$ cat src/design/pvrt_pkg.sv
// Package for the path-vector route table: request, status and register codes,
// the stored entry layout and the path helper functions.
// No dependencies.
`default_nettype none
package pvrt_pkg;

  localparam int MaxRoutersDef = 16;
  localparam int CntW = 5;
  localparam int CfgIdxW = 1;
  localparam int CfgDataW = 16;

  typedef enum logic [2:0] {
    REQ_INIT  = 3'd0,
    REQ_ADD   = 3'd1,
    REQ_UPD   = 3'd2,
    REQ_DEAD  = 3'd3,
    REQ_READ  = 3'd4
  } req_t;

  typedef enum logic [1:0] {
    STAT_OK       = 2'd0,
    STAT_FULL     = 2'd1,
    STAT_TOO_LONG = 2'd2,
    STAT_BAD_IDX  = 2'd3
  } status_t;

  typedef enum logic [CfgIdxW-1:0] {
    CFG_MY_ID    = 1'b0,
    CFG_INFINITY = 1'b1
  } cfg_reg_t;

  typedef enum logic [1:0] {
    ST_IDLE,
    ST_EXEC,
    ST_SCAN,
    ST_DONE
  } state_t;

  typedef struct packed {
    logic [3:0]  dest;
    logic [3:0]  nhop;
    logic [15:0] cost;
    logic [4:0]  hop_cnt;
    logic [63:0] path;
  } entry_t;

  localparam int EntryW = $bits(entry_t);

  // True when one of the first len hops (at most 16) of path equals id.
  function automatic logic path_holds(input logic [63:0] path, input logic [4:0] len,
                                      input logic [3:0] id);
    logic hit;
    hit = 1'b0;
    for (int k = 0; k < 16; k++) begin
      if ((5'(k) < len) && (path[4*k +: 4] == id)) hit = 1'b1;
    end
    return hit;
  endfunction

  // Own id followed by the first plen hops; hops past the new length are zero.
  function automatic logic [63:0] extend_path(input logic [63:0] pids, input logic [4:0] plen,
                                              input logic [3:0] own);
    logic [63:0] full;
    logic [4:0]  len;
    full = {pids[59:0], own};
    len  = plen + 5'd1;
    for (int k = 0; k < 16; k++) begin
      if (5'(k) >= len) full[4*k +: 4] = 4'd0;
    end
    return full;
  endfunction

endpackage
`default_nettype wire

$ cat src/design/path_vector_route_table.sv
// Top level of the path-vector route table.
// Depends on pvrt_pkg and pvrt_ram.
`default_nettype none
// The table lives in one synchronous RAM of NUM_ENTRIES entries, each entry
// holding destination, next hop, cost, path length and packed hop path. One
// request is handled at a time. Init, add neighbor, reads and unknown request
// types pass through the execute and done states and present their result
// when the output register is free. Route update and neighbor dead walk the
// valid entries through the single RAM read port, one entry per cycle, with
// the read data registered in the RAM. A route update stops its walk at the
// first entry with a matching destination. The result register lets the next
// request be accepted while a result still waits on out_stall; a finished
// request waits in its last state until that register is free. Entries are
// not cleared at reset; only entries below the route count are ever used.
// Configuration registers may be written only while the block is idle.
module path_vector_route_table
  import pvrt_pkg::*;
#(
  parameter int NUM_ENTRIES = MaxRoutersDef
) (
  input  wire logic                clk,
  input  wire logic                rst_n,
  // Request channel.
  input  wire logic                in_valid,
  output logic                     in_stall,
  input  wire logic [2:0]          in_req_type,
  input  wire logic [3:0]          in_sender_id,
  input  wire logic [15:0]         in_link_cost,
  input  wire logic [3:0]          in_dest_id,
  input  wire logic [15:0]         in_route_cost,
  input  wire logic [4:0]          in_path_len,
  input  wire logic [63:0]         in_path_ids,
  input  wire logic                in_last_route,
  input  wire logic [3:0]          in_node_id,
  input  wire logic [3:0]          in_entry_index,
  // Result channel.
  output logic                     out_valid,
  input  wire logic                out_stall,
  output logic                     out_changed,
  output logic                     out_packet_changed,
  output logic [4:0]               out_num_routes,
  output logic [3:0]               out_entry_dest,
  output logic [3:0]               out_entry_next_hop,
  output logic [15:0]              out_entry_cost,
  output logic [4:0]               out_entry_path_len,
  output logic [63:0]              out_entry_path,
  output logic [1:0]               out_status,
  // Configuration write channel.
  input  wire logic                cfg_valid,
  output logic                     cfg_ready,
  input  wire logic [CfgIdxW-1:0]  cfg_index,
  input  wire logic [CfgDataW-1:0] cfg_data
);
  localparam int AW = $clog2(NUM_ENTRIES);
  localparam logic [CntW-1:0] MaxCnt = CntW'(NUM_ENTRIES);

  state_t state_r, state_nxt;

  // Configuration.
  logic [3:0]  my_id_r;
  logic [15:0] inf_r;

  // Table bookkeeping.
  logic [CntW-1:0] count_r, count_nxt;
  logic            flag_r, flag_nxt;
  logic [CntW-1:0] scan_r, scan_nxt;
  logic            pend_r, pend_nxt;
  logic [AW-1:0]   chk_r, chk_nxt;

  // Latched request.
  req_t        req_r;
  logic [3:0]  sender_r, dest_r, node_r, idx_r;
  logic [15:0] link_r, rc_r;
  logic [4:0]  plen_r;
  logic [63:0] pids_r;
  logic        last_r;

  // Derived once per update in the execute cycle.
  logic [16:0] sum_r, sum_nxt;
  logic [15:0] cost_r, cost_nxt;
  logic        holds_r, holds_nxt;

  // Result being built, then the output register.
  logic        res_chg_r, res_chg_nxt;
  status_t     res_stat_r, res_stat_nxt;
  logic        res_rd_r, res_rd_nxt;
  logic        out_valid_r, out_valid_nxt;
  logic        out_chg_r, out_pch_r;
  logic [4:0]  out_cnt_r;
  entry_t      out_ent_r;
  status_t     out_stat_r;

  // RAM port.
  logic          we;
  logic [AW-1:0] waddr, raddr;
  entry_t        wdata, rdata;

  logic accept, issue, full, too_long, dest_hit, dead_hit, replace, scan_end, load;

  pvrt_ram #(.Width(EntryW), .Depth(NUM_ENTRIES)) u_ram (
    .clk   (clk),
    .we    (we),
    .waddr (waddr),
    .wdata (wdata),
    .raddr (raddr),
    .rdata (rdata)
  );

  assign in_stall  = (state_r != ST_IDLE);
  assign cfg_ready = 1'b1;
  assign accept    = in_valid && !in_stall;

  assign full     = (count_r >= MaxCnt);
  assign too_long = (plen_r >= 5'd16);
  assign issue    = (scan_r < count_r);
  assign scan_end = !issue && !pend_r;
  assign dest_hit = pend_r && (rdata.dest == dest_r);
  assign dead_hit = pend_r && path_holds(rdata.path, rdata.hop_cnt, node_r);
  // A known destination is replaced on a strictly cheaper route, or when its
  // own next hop now reports a worse cost.
  assign replace  = ({1'b0, rdata.cost} > sum_r) ||
                    ((rdata.nhop == sender_r) && (cost_r > rdata.cost));
  assign load     = (state_r == ST_DONE) && (!out_valid_r || !out_stall);

  // Next state.
  always_comb begin
    state_nxt = state_r;
    unique case (state_r)
      ST_IDLE: if (accept) state_nxt = ST_EXEC;
      ST_EXEC: begin
        priority if (req_r == REQ_UPD || req_r == REQ_DEAD) state_nxt = ST_SCAN;
        else state_nxt = ST_DONE;
      end
      ST_SCAN: begin
        priority if (req_r == REQ_UPD && (dest_hit || scan_end)) state_nxt = ST_DONE;
        else if (req_r == REQ_DEAD && scan_end) state_nxt = ST_DONE;
        else state_nxt = ST_SCAN;
      end
      ST_DONE: if (load) state_nxt = ST_IDLE;
      default: state_nxt = ST_IDLE;
    endcase
  end

  // Datapath and RAM control. A read request keeps the RAM address on its
  // entry, so the read data stays valid for as long as the result waits.
  always_comb begin
    count_nxt     = count_r;
    flag_nxt      = flag_r;
    scan_nxt      = scan_r;
    pend_nxt      = 1'b0;
    chk_nxt       = scan_r[AW-1:0];
    sum_nxt       = sum_r;
    cost_nxt      = cost_r;
    holds_nxt     = holds_r;
    res_chg_nxt   = res_chg_r;
    res_stat_nxt  = res_stat_r;
    res_rd_nxt    = res_rd_r;
    out_valid_nxt = out_valid_r && out_stall;
    we            = 1'b0;
    waddr         = count_r[AW-1:0];
    wdata         = rdata;
    raddr         = (req_r == REQ_READ) ? idx_r[AW-1:0] : scan_r[AW-1:0];

    unique case (state_r)
      ST_IDLE: begin
        scan_nxt = '0;
      end
      ST_EXEC: begin
        res_chg_nxt  = 1'b0;
        res_stat_nxt = STAT_OK;
        res_rd_nxt   = 1'b0;
        sum_nxt      = {1'b0, rc_r} + {1'b0, link_r};
        cost_nxt     = (sum_nxt >= {1'b0, inf_r}) ? inf_r : sum_nxt[15:0];
        holds_nxt    = path_holds(pids_r, plen_r, my_id_r);
        unique case (req_r)
          REQ_INIT: begin
            we          = 1'b1;
            waddr       = '0;
            wdata       = '{dest: my_id_r, nhop: my_id_r, cost: 16'd0,
                            hop_cnt: 5'd1, path: {60'd0, my_id_r}};
            count_nxt   = 5'd1;
            flag_nxt    = 1'b0;
            res_chg_nxt = 1'b1;
          end
          REQ_ADD: begin
            if (full) begin
              res_stat_nxt = STAT_FULL;
            end else begin
              we          = 1'b1;
              wdata       = '{dest: node_r, nhop: node_r, cost: link_r,
                              hop_cnt: 5'd2, path: {56'd0, node_r, my_id_r}};
              count_nxt   = count_r + 5'd1;
              res_chg_nxt = 1'b1;
            end
          end
          REQ_READ: begin
            if ({1'b0, idx_r} >= count_r) res_stat_nxt = STAT_BAD_IDX;
            else res_rd_nxt = 1'b1;
          end
          default: ;
        endcase
      end
      ST_SCAN: begin
        if (issue) begin
          pend_nxt = 1'b1;
          scan_nxt = scan_r + 5'd1;
        end
        if (req_r == REQ_UPD) begin
          if (dest_hit) begin
            if (!holds_r && replace) begin
              if (too_long) begin
                res_stat_nxt = STAT_TOO_LONG;
              end else begin
                we          = 1'b1;
                waddr       = chk_r;
                wdata       = '{dest: dest_r, nhop: sender_r, cost: cost_r,
                                hop_cnt: plen_r + 5'd1,
                                path: extend_path(pids_r, plen_r, my_id_r)};
                res_chg_nxt = 1'b1;
              end
            end
          end else if (scan_end) begin
            // Unknown destination: learn it.
            priority if (full) begin
              res_stat_nxt = STAT_FULL;
            end else if (too_long) begin
              res_stat_nxt = STAT_TOO_LONG;
            end else begin
              we          = 1'b1;
              wdata       = '{dest: dest_r, nhop: sender_r, cost: cost_r,
                              hop_cnt: plen_r + 5'd1,
                              path: extend_path(pids_r, plen_r, my_id_r)};
              count_nxt   = count_r + 5'd1;
              res_chg_nxt = 1'b1;
            end
          end
        end else if (dead_hit) begin
          we         = 1'b1;
          waddr      = chk_r;
          wdata      = rdata;
          wdata.cost = inf_r;
          if (rdata.cost != inf_r) res_chg_nxt = 1'b1;
        end
      end
      ST_DONE: begin
        if (load) begin
          out_valid_nxt = 1'b1;
          if (req_r == REQ_UPD) flag_nxt = last_r ? 1'b0 : (flag_r | res_chg_r);
        end
      end
      default: ;
    endcase
  end

  always_ff @(posedge clk) begin
    if (!rst_n) begin
      state_r     <= ST_IDLE;
      count_r     <= '0;
      flag_r      <= 1'b0;
      scan_r      <= '0;
      pend_r      <= 1'b0;
      out_valid_r <= 1'b0;
      my_id_r     <= '0;
      inf_r       <= 16'd999;
    end else begin
      state_r     <= state_nxt;
      count_r     <= count_nxt;
      flag_r      <= flag_nxt;
      scan_r      <= scan_nxt;
      pend_r      <= pend_nxt;
      out_valid_r <= out_valid_nxt;
      if (cfg_valid && cfg_ready) begin
        unique case (cfg_reg_t'(cfg_index))
          CFG_MY_ID:    my_id_r <= cfg_data[3:0];
          CFG_INFINITY: inf_r   <= cfg_data;
          default: ;
        endcase
      end
    end
  end

  always_ff @(posedge clk) begin
    chk_r      <= chk_nxt;
    sum_r      <= sum_nxt;
    cost_r     <= cost_nxt;
    holds_r    <= holds_nxt;
    res_chg_r  <= res_chg_nxt;
    res_stat_r <= res_stat_nxt;
    res_rd_r   <= res_rd_nxt;
    if (accept) begin
      req_r    <= req_t'(in_req_type);
      sender_r <= in_sender_id;
      link_r   <= in_link_cost;
      dest_r   <= in_dest_id;
      rc_r     <= in_route_cost;
      plen_r   <= in_path_len;
      pids_r   <= in_path_ids;
      last_r   <= in_last_route;
      node_r   <= in_node_id;
      idx_r    <= in_entry_index;
    end
    // The output register changes only when a new result is loaded.
    if (load) begin
      out_chg_r  <= res_chg_r;
      out_pch_r  <= (req_r == REQ_UPD) && last_r && (flag_r | res_chg_r);
      out_cnt_r  <= count_r;
      out_stat_r <= res_stat_r;
      out_ent_r  <= res_rd_r ? rdata : '0;
    end
  end

  assign out_valid          = out_valid_r;
  assign out_changed        = out_chg_r;
  assign out_packet_changed = out_pch_r;
  assign out_num_routes     = out_cnt_r;
  assign out_entry_dest     = out_ent_r.dest;
  assign out_entry_next_hop = out_ent_r.nhop;
  assign out_entry_cost     = out_ent_r.cost;
  assign out_entry_path_len = out_ent_r.hop_cnt;
  assign out_entry_path     = out_ent_r.path;
  assign out_status         = out_stat_r;

`ifndef SYNTHESIS
  a_count_bound: assert property (@(posedge clk) disable iff (!rst_n)
    count_r <= MaxCnt) else $error("route count beyond table depth");
  a_accept_exec: assert property (@(posedge clk) disable iff (!rst_n)
    accept |=> state_r == ST_EXEC) else $error("accepted request not executed");
  a_write_when: assert property (@(posedge clk) disable iff (!rst_n)
    we |-> (state_r == ST_EXEC || state_r == ST_SCAN)) else $error("stray table write");
  a_result_src: assert property (@(posedge clk) disable iff (!rst_n)
    $rose(out_valid_r) |-> $past(state_r == ST_DONE)) else $error("result without request");
`endif
endmodule
`default_nettype wire

$ cat src/design/pvrt_ram.sv
// Generic single-write, single-read synchronous RAM with a registered read port.
// No dependencies.
`default_nettype none
module pvrt_ram #(
  parameter int Width = 8,
  parameter int Depth = 16,
  localparam int AddrW = (Depth > 1) ? $clog2(Depth) : 1
) (
  input  wire logic             clk,
  input  wire logic             we,
  input  wire logic [AddrW-1:0] waddr,
  input  wire logic [Width-1:0] wdata,
  input  wire logic [AddrW-1:0] raddr,
  output logic      [Width-1:0] rdata
);
  logic [Width-1:0] mem [Depth];

  always_ff @(posedge clk) begin
    if (we) mem[waddr] <= wdata;
    rdata <= mem[raddr];
  end
endmodule
`default_nettype wire

$ cat config.mk
export PLATFORM = sky130hd
export DESIGN_NAME = path_vector_route_table
export DESIGN_NICKNAME = d
export VERILOG_FILES = /design/src/design/pvrt_pkg.sv /design/src/design/path_vector_route_table.sv /design/src/design/pvrt_ram.sv
export SDC_FILE = /design/constraint.sdc
export NUM_CORES = 2
export LEC_CHECK = 0
export ABC_AREA = 1
export BUFFER_PORTS_ARGS = -buffer_cell sky130_fd_sc_hd__clkbuf_2
export CAP_MARGIN = 20
export CORE_MARGIN = 4
export CORE_UTILIZATION = 45
export DETAILED_ROUTE_END_ITERATION = 7
export PLACE_DENSITY_LB_ADDON = 0.25
export SYNTH_ARGS = -nofsm -noshare
export SYNTH_HDL_FRONTEND = slang
export SYNTH_SLANG_ARGS = --single-unit
$ cat constraint.sdc
create_clock -name clk -period 17.45 [get_ports clk]
set_input_delay 1.745 -clock clk [delete_from_list [all_inputs] [get_ports clk]]
set_output_delay 1.745 -clock clk [all_outputs]
set_load 0.03 [all_outputs]
# Word level (Yosys, flattened, before mapping)
# Memories as Yosys holds them, arrays and structs flattened. A register that Yosys moved wholly into a read port is not among the register bits.
# Index checks and enable logic that the tools add are counted.
# Widths: inputs -> output; s select.
op_classes:
  add_sub_neg: 4
  n_mul: 0
  n_div: 0
  n_lt_le_gt_ge: 55
  n_eq_ne: 61
  n_shift: 0
  muxes: 108
  n_bitwise: 2
  reduce_logical: 70
op_table:
  columns: ["operator", "n"]
  rows:
  - ["$mux 93", 7]
  - ["$pmux 93 s2", 2]
  - ["$eq 4x4->1", 34]
  - ["$mux 4", 23]
  - ["$mux 85", 1]
  - ["$lt 4x5->1 const A", 16]
  - ["$mux 1", 47]
  - ["$logic_and 1x1->1", 44]
  - ["$ge 4x5->1 const A", 8]
  - ["$lt 3x5->1 const A", 8]
  - ["$mux 5", 7]
  - ["$pmux 5 s2", 3]
  - ["$ge 3x5->1 const A", 4]
  - ["$lt 1x5->1 const A", 4]
  - ["$lt 2x5->1 const A", 4]
  - ["$mux 2", 9]
  - ["$add 16x16->17", 1]
  - ["$ge 17x16->1", 1]
  - ["$gt 16x17->1", 1]
  - ["$gt 16x16->1", 1]
  - ["$mux 16", 1]
  - ["$ne 16x16->1", 1]
  - ["$ne 2x2->1 const B", 8]
  - ["$add 5x1->5 const B", 3]
  - ["other kinds (30)", 62]
totals:
  ff_bits: 300
  latchBits: 0
  mem_bits_rw: 1488
  romBits: 0
  wordCells: 335
  memories: 1
memory_table:
  columns: ["name", "words", "word_bits", "rd", "rd_ports_with_merged_regs", "wr", "line", "source"]
  rows:
  - ["u_ram.mem", 16, 93, 1, 1, 1, "pvrt_ram.sv:16", "logic [Width-1:0] mem [Depth];"]

# Depth between registers and ports, before layout
logic_depth:
  depth_word: 24
  ltp_mapped: 23
  depth_no_buf: 22

# By module
# From an unflattened synthesis, not the netlist that was laid out.
hier_totals:
  hier_cells: 8672
  area_unflattened_um2: 85403.2
by_module_without_submodules:
  columns: ["mod", "instances", "cells_each", "area_per_inst_um2", "seq_area_each_um2"]
  rows:
  - ["pvrt_ram", 1, 6105, 65235.1, 46544.6]
  - ["path_vector_route_table", 1, 2567, 20168.1, 8618.3]

# Worst setup path before layout
# OpenSTA, ideal clock, no wires.
synth_path:
  path_type: "in2reg"
  startpoint: "in out_stall"
  endpoint: "reg flag_r"
  setup_time_ps: 123
  t_arrival_ps: 7105
  required_time_ps: 17327
  path_slack_ps: 10222
  stages: 6
  path_buffers: 0
  cell_sequence: "a21oi_1 nand2_1 o21ai_0 nand2_1 nand2_1 a21oi_1"
synth_via:
  elab_chain_cells: 5
synth_lines:
  columns: ["element", "line", "source"]
  rows:
  - ["start: declaration", "path_vector_route_table.sv:38", "input wire logic out_stall,"]
  - ["$logic_not 1->1", "path_vector_route_table.sv:123", "assign load = (state_r == ST_DONE) && (!out_valid_r || !out_stall);"]
  - ["$logic_or 1x1->1", "path_vector_route_table.sv:123", null]
  - ["$logic_and 1x1->1", "path_vector_route_table.sv:123", null]
  - ["$ne 2x2->1 (no source line)", null, null]
  - ["$reduce_and 4->1 (no source line)", null, null]
  - ["end signal: assignment", "path_vector_route_table.sv:268", "flag_r <= flag_nxt;"]
  - ["end: declaration", "path_vector_route_table.sv:65", "logic flag_r, flag_nxt;"]
# Every way passes these cells.
# A chain may end at the register's enable or synchronous reset.

# Worst setup path after layout
layout_path:
  startpoint: "reg u_ram.rdata[76], read port of u_ram.mem"
  endpoint: "mem u_ram.mem[1][32] (netlist name) (enable)"
layout_via:
  elab_chain_cells: 10
layout_lines:
  columns: ["element", "line", "source"]
  rows:
  - ["start: declaration", "pvrt_ram.sv:14", "output logic [Width-1:0] rdata"]
  - ["$gt 16x16->1", "path_vector_route_table.sv:122", "((rdata.nhop == sender_r) && (cost_r > rdata.cost));"]
  - ["$logic_and 1x1->1", "path_vector_route_table.sv:122", null]
  - ["$logic_or 1x1->1 (*)", "path_vector_route_table.sv:121", "assign replace = ({1'b0, rdata.cost} > sum_r) ||"]
  - ["$logic_and 1x1->1 (*)", "path_vector_route_table.sv:210", "if (!holds_r && replace) begin"]
  - ["$mux 1", "path_vector_route_table.sv:210", null]
  - ["$mux 1", "path_vector_route_table.sv:209", "if (dest_hit) begin"]
  - ["$mux 1", "path_vector_route_table.sv:208", "if (req_r == REQ_UPD) begin"]
  - ["$pmux 1 s2", "path_vector_route_table.sv:164", "unique case (state_r)"]
  - ["$mux 1", "pvrt_ram.sv:19", "if (we) mem[waddr] <= wdata;"]
  - ["$mux 1 (not written as such)", "pvrt_ram.sv:19", null]
  - ["end: declaration", "pvrt_ram.sv:16", null]
# Every way passes the cells marked *; elsewhere a longest branch is shown, timed or not.

==> results by group <==
Detailed routing
  • Wire per inst: 27.6 um
  • DRC errors left: 0
  • Routed wire length: 252000 um
  • Detailed-routing iteration count for the pre-antenna-repair pass: 8
  • Number of DRC markers after the initial detailed-route iteration: 7172
  • Number of nets still failing antenna checks after routing: 0
  • Vias per cell: 6.02
  • Vias post-DR: 54829

Placed design
  • Instance area after placement: 82600 um^2
  • Detailed Place HPWL: 149000 um
  • Final RePlAce weighted congestion: 0.913
  • Number of input and output port buffers inserted: 246

Logic synthesis
  • Synthesized Nets: 6651
  • Proportion of synthesized flip-flops having asynchronous set or reset: 0
  • Count of state elements after synthesis: 1881
  • Sequential-to-total area share from yosys stat: 0.701
  • Number of enable-type register cells in the synthesized netlist: 1749
  • Distinct cell type count after synthesis: 61
  • Main synth FF type: edfxtp_1
  • Mean instance size in the synthesized netlist: 12.2 um^2
  • Number of instances in the synthesized netlist: 6425
  • Warning count from the yosys run: 0
  • Post-synthesis instance area: 78700 um^2

Timing
  • Worst clock skew: 0.0573 ns
  • Final worst-path cycle share: 0.354
  • Highest Clock Rate: 0.162 GHz
  • Setup-violating endpoint count in the final report: 0
  • Final critical delay including setup and external delays: 6.18 ns
  • Setup TNS after final layout: 0 ns
  • Unrepaired setup endpoints after global routing: no
  • Worst slew margin: 0.0945
  • Number of hold-slack violations in the final timing report: 0
  • Total count of max-transition violations in the final report: 0
  • Least-Margin Pin Slew: 1.36 ns

Clock network
  • Hold bufs inserted after CTS: 0
  • Post CTS Setup Buffer Count: 0
  • Register clock-pin slew on the reported worst setup and hold paths: 0.06 ns
  • Clock buffer count from CTS: 188
  • Clk root buf: clkbuf_16
  • Resized cells post-CTS: 0
  • Worst-Skew Late Latency: 0.85 ns
  • Maximum count of clock buffers along a single path: 3
  • Depth of the CTS H-tree: 4
  • CTS Sinks: 1881
  • TritonCTS clock tree: done

Setup path
  • WP buf/inv: 3
  • Highest-delay cell along the critical path: buf_4
  • Class of the most critical setup path: register to register
  • Crit-path cells: inv_1 > ha_1 > nand2_1 > nor2_1 > nand2_1 > nand2_1 > nand2_1 > nand2_1 > nand2_1 > nand2_1 > nand2_2 > nand2_2 > nand4_1 > nand3_1 > nand2_1 > nor2_2 > nand2_2 > nor2_4 > buf_4 > buf_4
  • CP top delay family: simple AND/OR/NAND/NOR gates
  • Worst setup EP type: register
  • Cell with the most instances on the worst path: nand2_1
  • Data arrival time of the critical path: 6.62 ns
  • Largest fanout on the critical path: 41
  • Worst path required time: 17.89 ns
  • Crit-path max cell delay: 0.83 ns
  • Type of element launching the critical path: register

Global route
  • Number of global-route vias before repair: 52355
  • Maximum number of pins on one net before global-route repair: 211
  • Overall track demand over capacity in global routing: 0.271
  • Overall overflow remaining after global route: 0
  • Antenna violations before repair: 7
  • Global-route wire length before repair: 361000 um

Layout
  • Fillers: 15071
  • Layout Area Growth over Synthesis: 12.9%
  • Final non-filler cell area: 88900 um^2
  • Total Nets Final: 6841
  • Proportion of layout cells with a drive suffix above 1: 0.114
  • Area occupied by registers: 55200 um^2
  • Total area of multi-input combinational cells: 20600 um^2

Die
  • Die width: 426 um
  • Die outline height: 426 um
  • Total number of placement rows: 153
  • Placeable core region: 174000 um^2
  • Count of boundary I/O pins: 248
  • Full die area: 182000 um^2
  • Starting utilization of the core area: 0.453

Power
  • Total power after layout: 14.9 mW
  • Pwr dens: 168 nW/um^2
  • Total leakage power: 30.9 nW
  • Worst VDD drop: 0.109 mV

Status
  • Outcome: completed

Run
  • Max-cap viol count: 0

Hold path
  • Hold/Removal Path Class: register to register
[state kept, by name, summed over array words and instances (netlist names), 16 cells and up]
| register | flops |
|---|---|
| u_ram.mem | 1488 |
| link_r | 16 |
| rc_r | 16 |
| u_ram.rdata | 93 |
| inf_r | 16 |
| cost_r | 16 |
| out_entry_path | 64 |
| pids_r | 64 |
| sum_r | 17 |
| out_entry_cost | 16 |
[Yosys cell counts, types with 6 or more instances]
library cell | n | share of area
a21oi_1 | 115 | 0.0073
inv_1 | 341 | 0.016
nand4_1 | 30 | 0.0024
o22ai_1 | 138 | 0.011
a32oi_1 | 10 | 0.0011
ha_1 | 82 | 0.013
clkbuf_1 | 298 | 0.014
o221ai_1 | 255 | 0.028
o21ai_0 | 896 | 0.057
dfxtp_1 | 132 | 0.034
nor4_1 | 8 | 0.00064
nand2_1 | 581 | 0.028
buf_2 | 74 | 0.0047
nand3_1 | 206 | 0.013
nand2_2 | 8 | 0.00064
nor2_1 | 858 | 0.041
o2111ai_1 | 11 | 0.0012
buf_4 | 15 | 0.0014
buf_6 | 10 | 0.0014
o211ai_1 | 281 | 0.027
a221oi_1 | 8 | 0.00089
edfxtp_1 | 1749 | 0.67
o21a_1 | 6 | 0.00057
a31oi_1 | 6 | 0.00048
nor2_2 | 11 | 0.00087
o21ai_1 | 60 | 0.0038
buf_1 | 23 | 0.0011
xor2_1 | 71 | 0.0079
xnor2_1 | 55 | 0.0061
inv_2 | 16 | 0.00076
nor3_1 | 12 | 0.00076
[layer usage]
layer  global-route usage  part of all wire  vias up
met1                0.358              0.39    27275
met4                0.150             0.062        4
met2                0.430              0.47     2856
met3               0.0423             0.083      551
li1                     -                 -    24143
met5                    0           0.00011        -
[power by group]
part,total [mW],internal [mW],switching (mW)
Clock,4.04,2.30,1.74
Combinational,4.31,1.03,3.28
Sequential,6.53,6.19,0.344
Total,14.9,9.52,5.37
[layout by cell type (no fill, tap or decap), types with 112 or more instances in the layout]
cell	netlist	routed
clkbuf_16	0	189
o211ai_1	281	281
o221ai_1	255	255
clkbuf_2	2	246
nor2_1	858	840
buf_4	15	164
nand2_1	581	581
nand3_1	206	206
o21ai_0	896	882
o22ai_1	138	138
inv_1	341	338
a21oi_1	115	112
dfxtp_1	132	132
edfxtp_1	1749	1749
[kinds of logic after synthesis]
family | Yosys count | synth area share
other | 1 | 0.0000477
and+or+nand+nor | 1732 | 0.0892
adders and majority gates | 83 | 0.0133
DFF | 1881 | 0.701
xor gates and xnor gates | 126 | 0.0140
AOI/OAI and AO/OA | 1820 | 0.142
buffers and inverters | 782 | 0.0403
[worst reg2reg max path, delay by kind of cell (launching register included)]
kind                       cells  cell delay [ns]
adders and majority gates      1             0.32
buffers and inverters          3             1.83
DFF                            1             0.55
and+or+nand+nor               16             3.09
[worst paths after layout]
check / slack (ns) / cells after the start / to / start
worst min register to register: 0.44 / 0 / chk_r[1]$_DFF_P_ / scan_r[1]$_SDFFE_PN0P_
worst max register to register: 11.27 / 20 / u_ram.mem[1][32]$_DFFE_PP_ / u_ram.rdata[76]$_DFF_P_
worst min-delay path: 0.44 / 0 / chk_r[1]$_DFF_P_ / scan_r[1]$_SDFFE_PN0P_
worst max-delay path: 11.27 / 20 / u_ram.mem[1][32]$_DFFE_PP_ / u_ram.rdata[76]$_DFF_P_
[cell type report]
class,count,area share
sequential,1881,0.621
tap,2325,0.0327
clock inverter,82,0.0106
timing repair buffer,423,0.0301
clock buffer,270,0.0587
multi-input combinational,3762,0.231
inverter,359,0.0155
antenna,7,0.000197
[through the flow]
| step | cells | setup WS [ns] | hold WS (ns) | utilization |
|---|---|---|---|---|
| after floorplan | 6425 | 10.22 | 0.387 | - |
| after global placement | 8727 | 11.27 | 0.423 | 0.474 |
| after detailed placement | 8738 | 11.33 | 0.426 | 0.475 |
| after CTS | 9090 | 11.33 | 0.441 | 0.510 |
| after global routing | 9108 | 10.92 | 0.456 | 0.511 |
| final | 9109 | 11.27 | 0.442 | 0.511 |
Power figures use the tool's default switching activity.
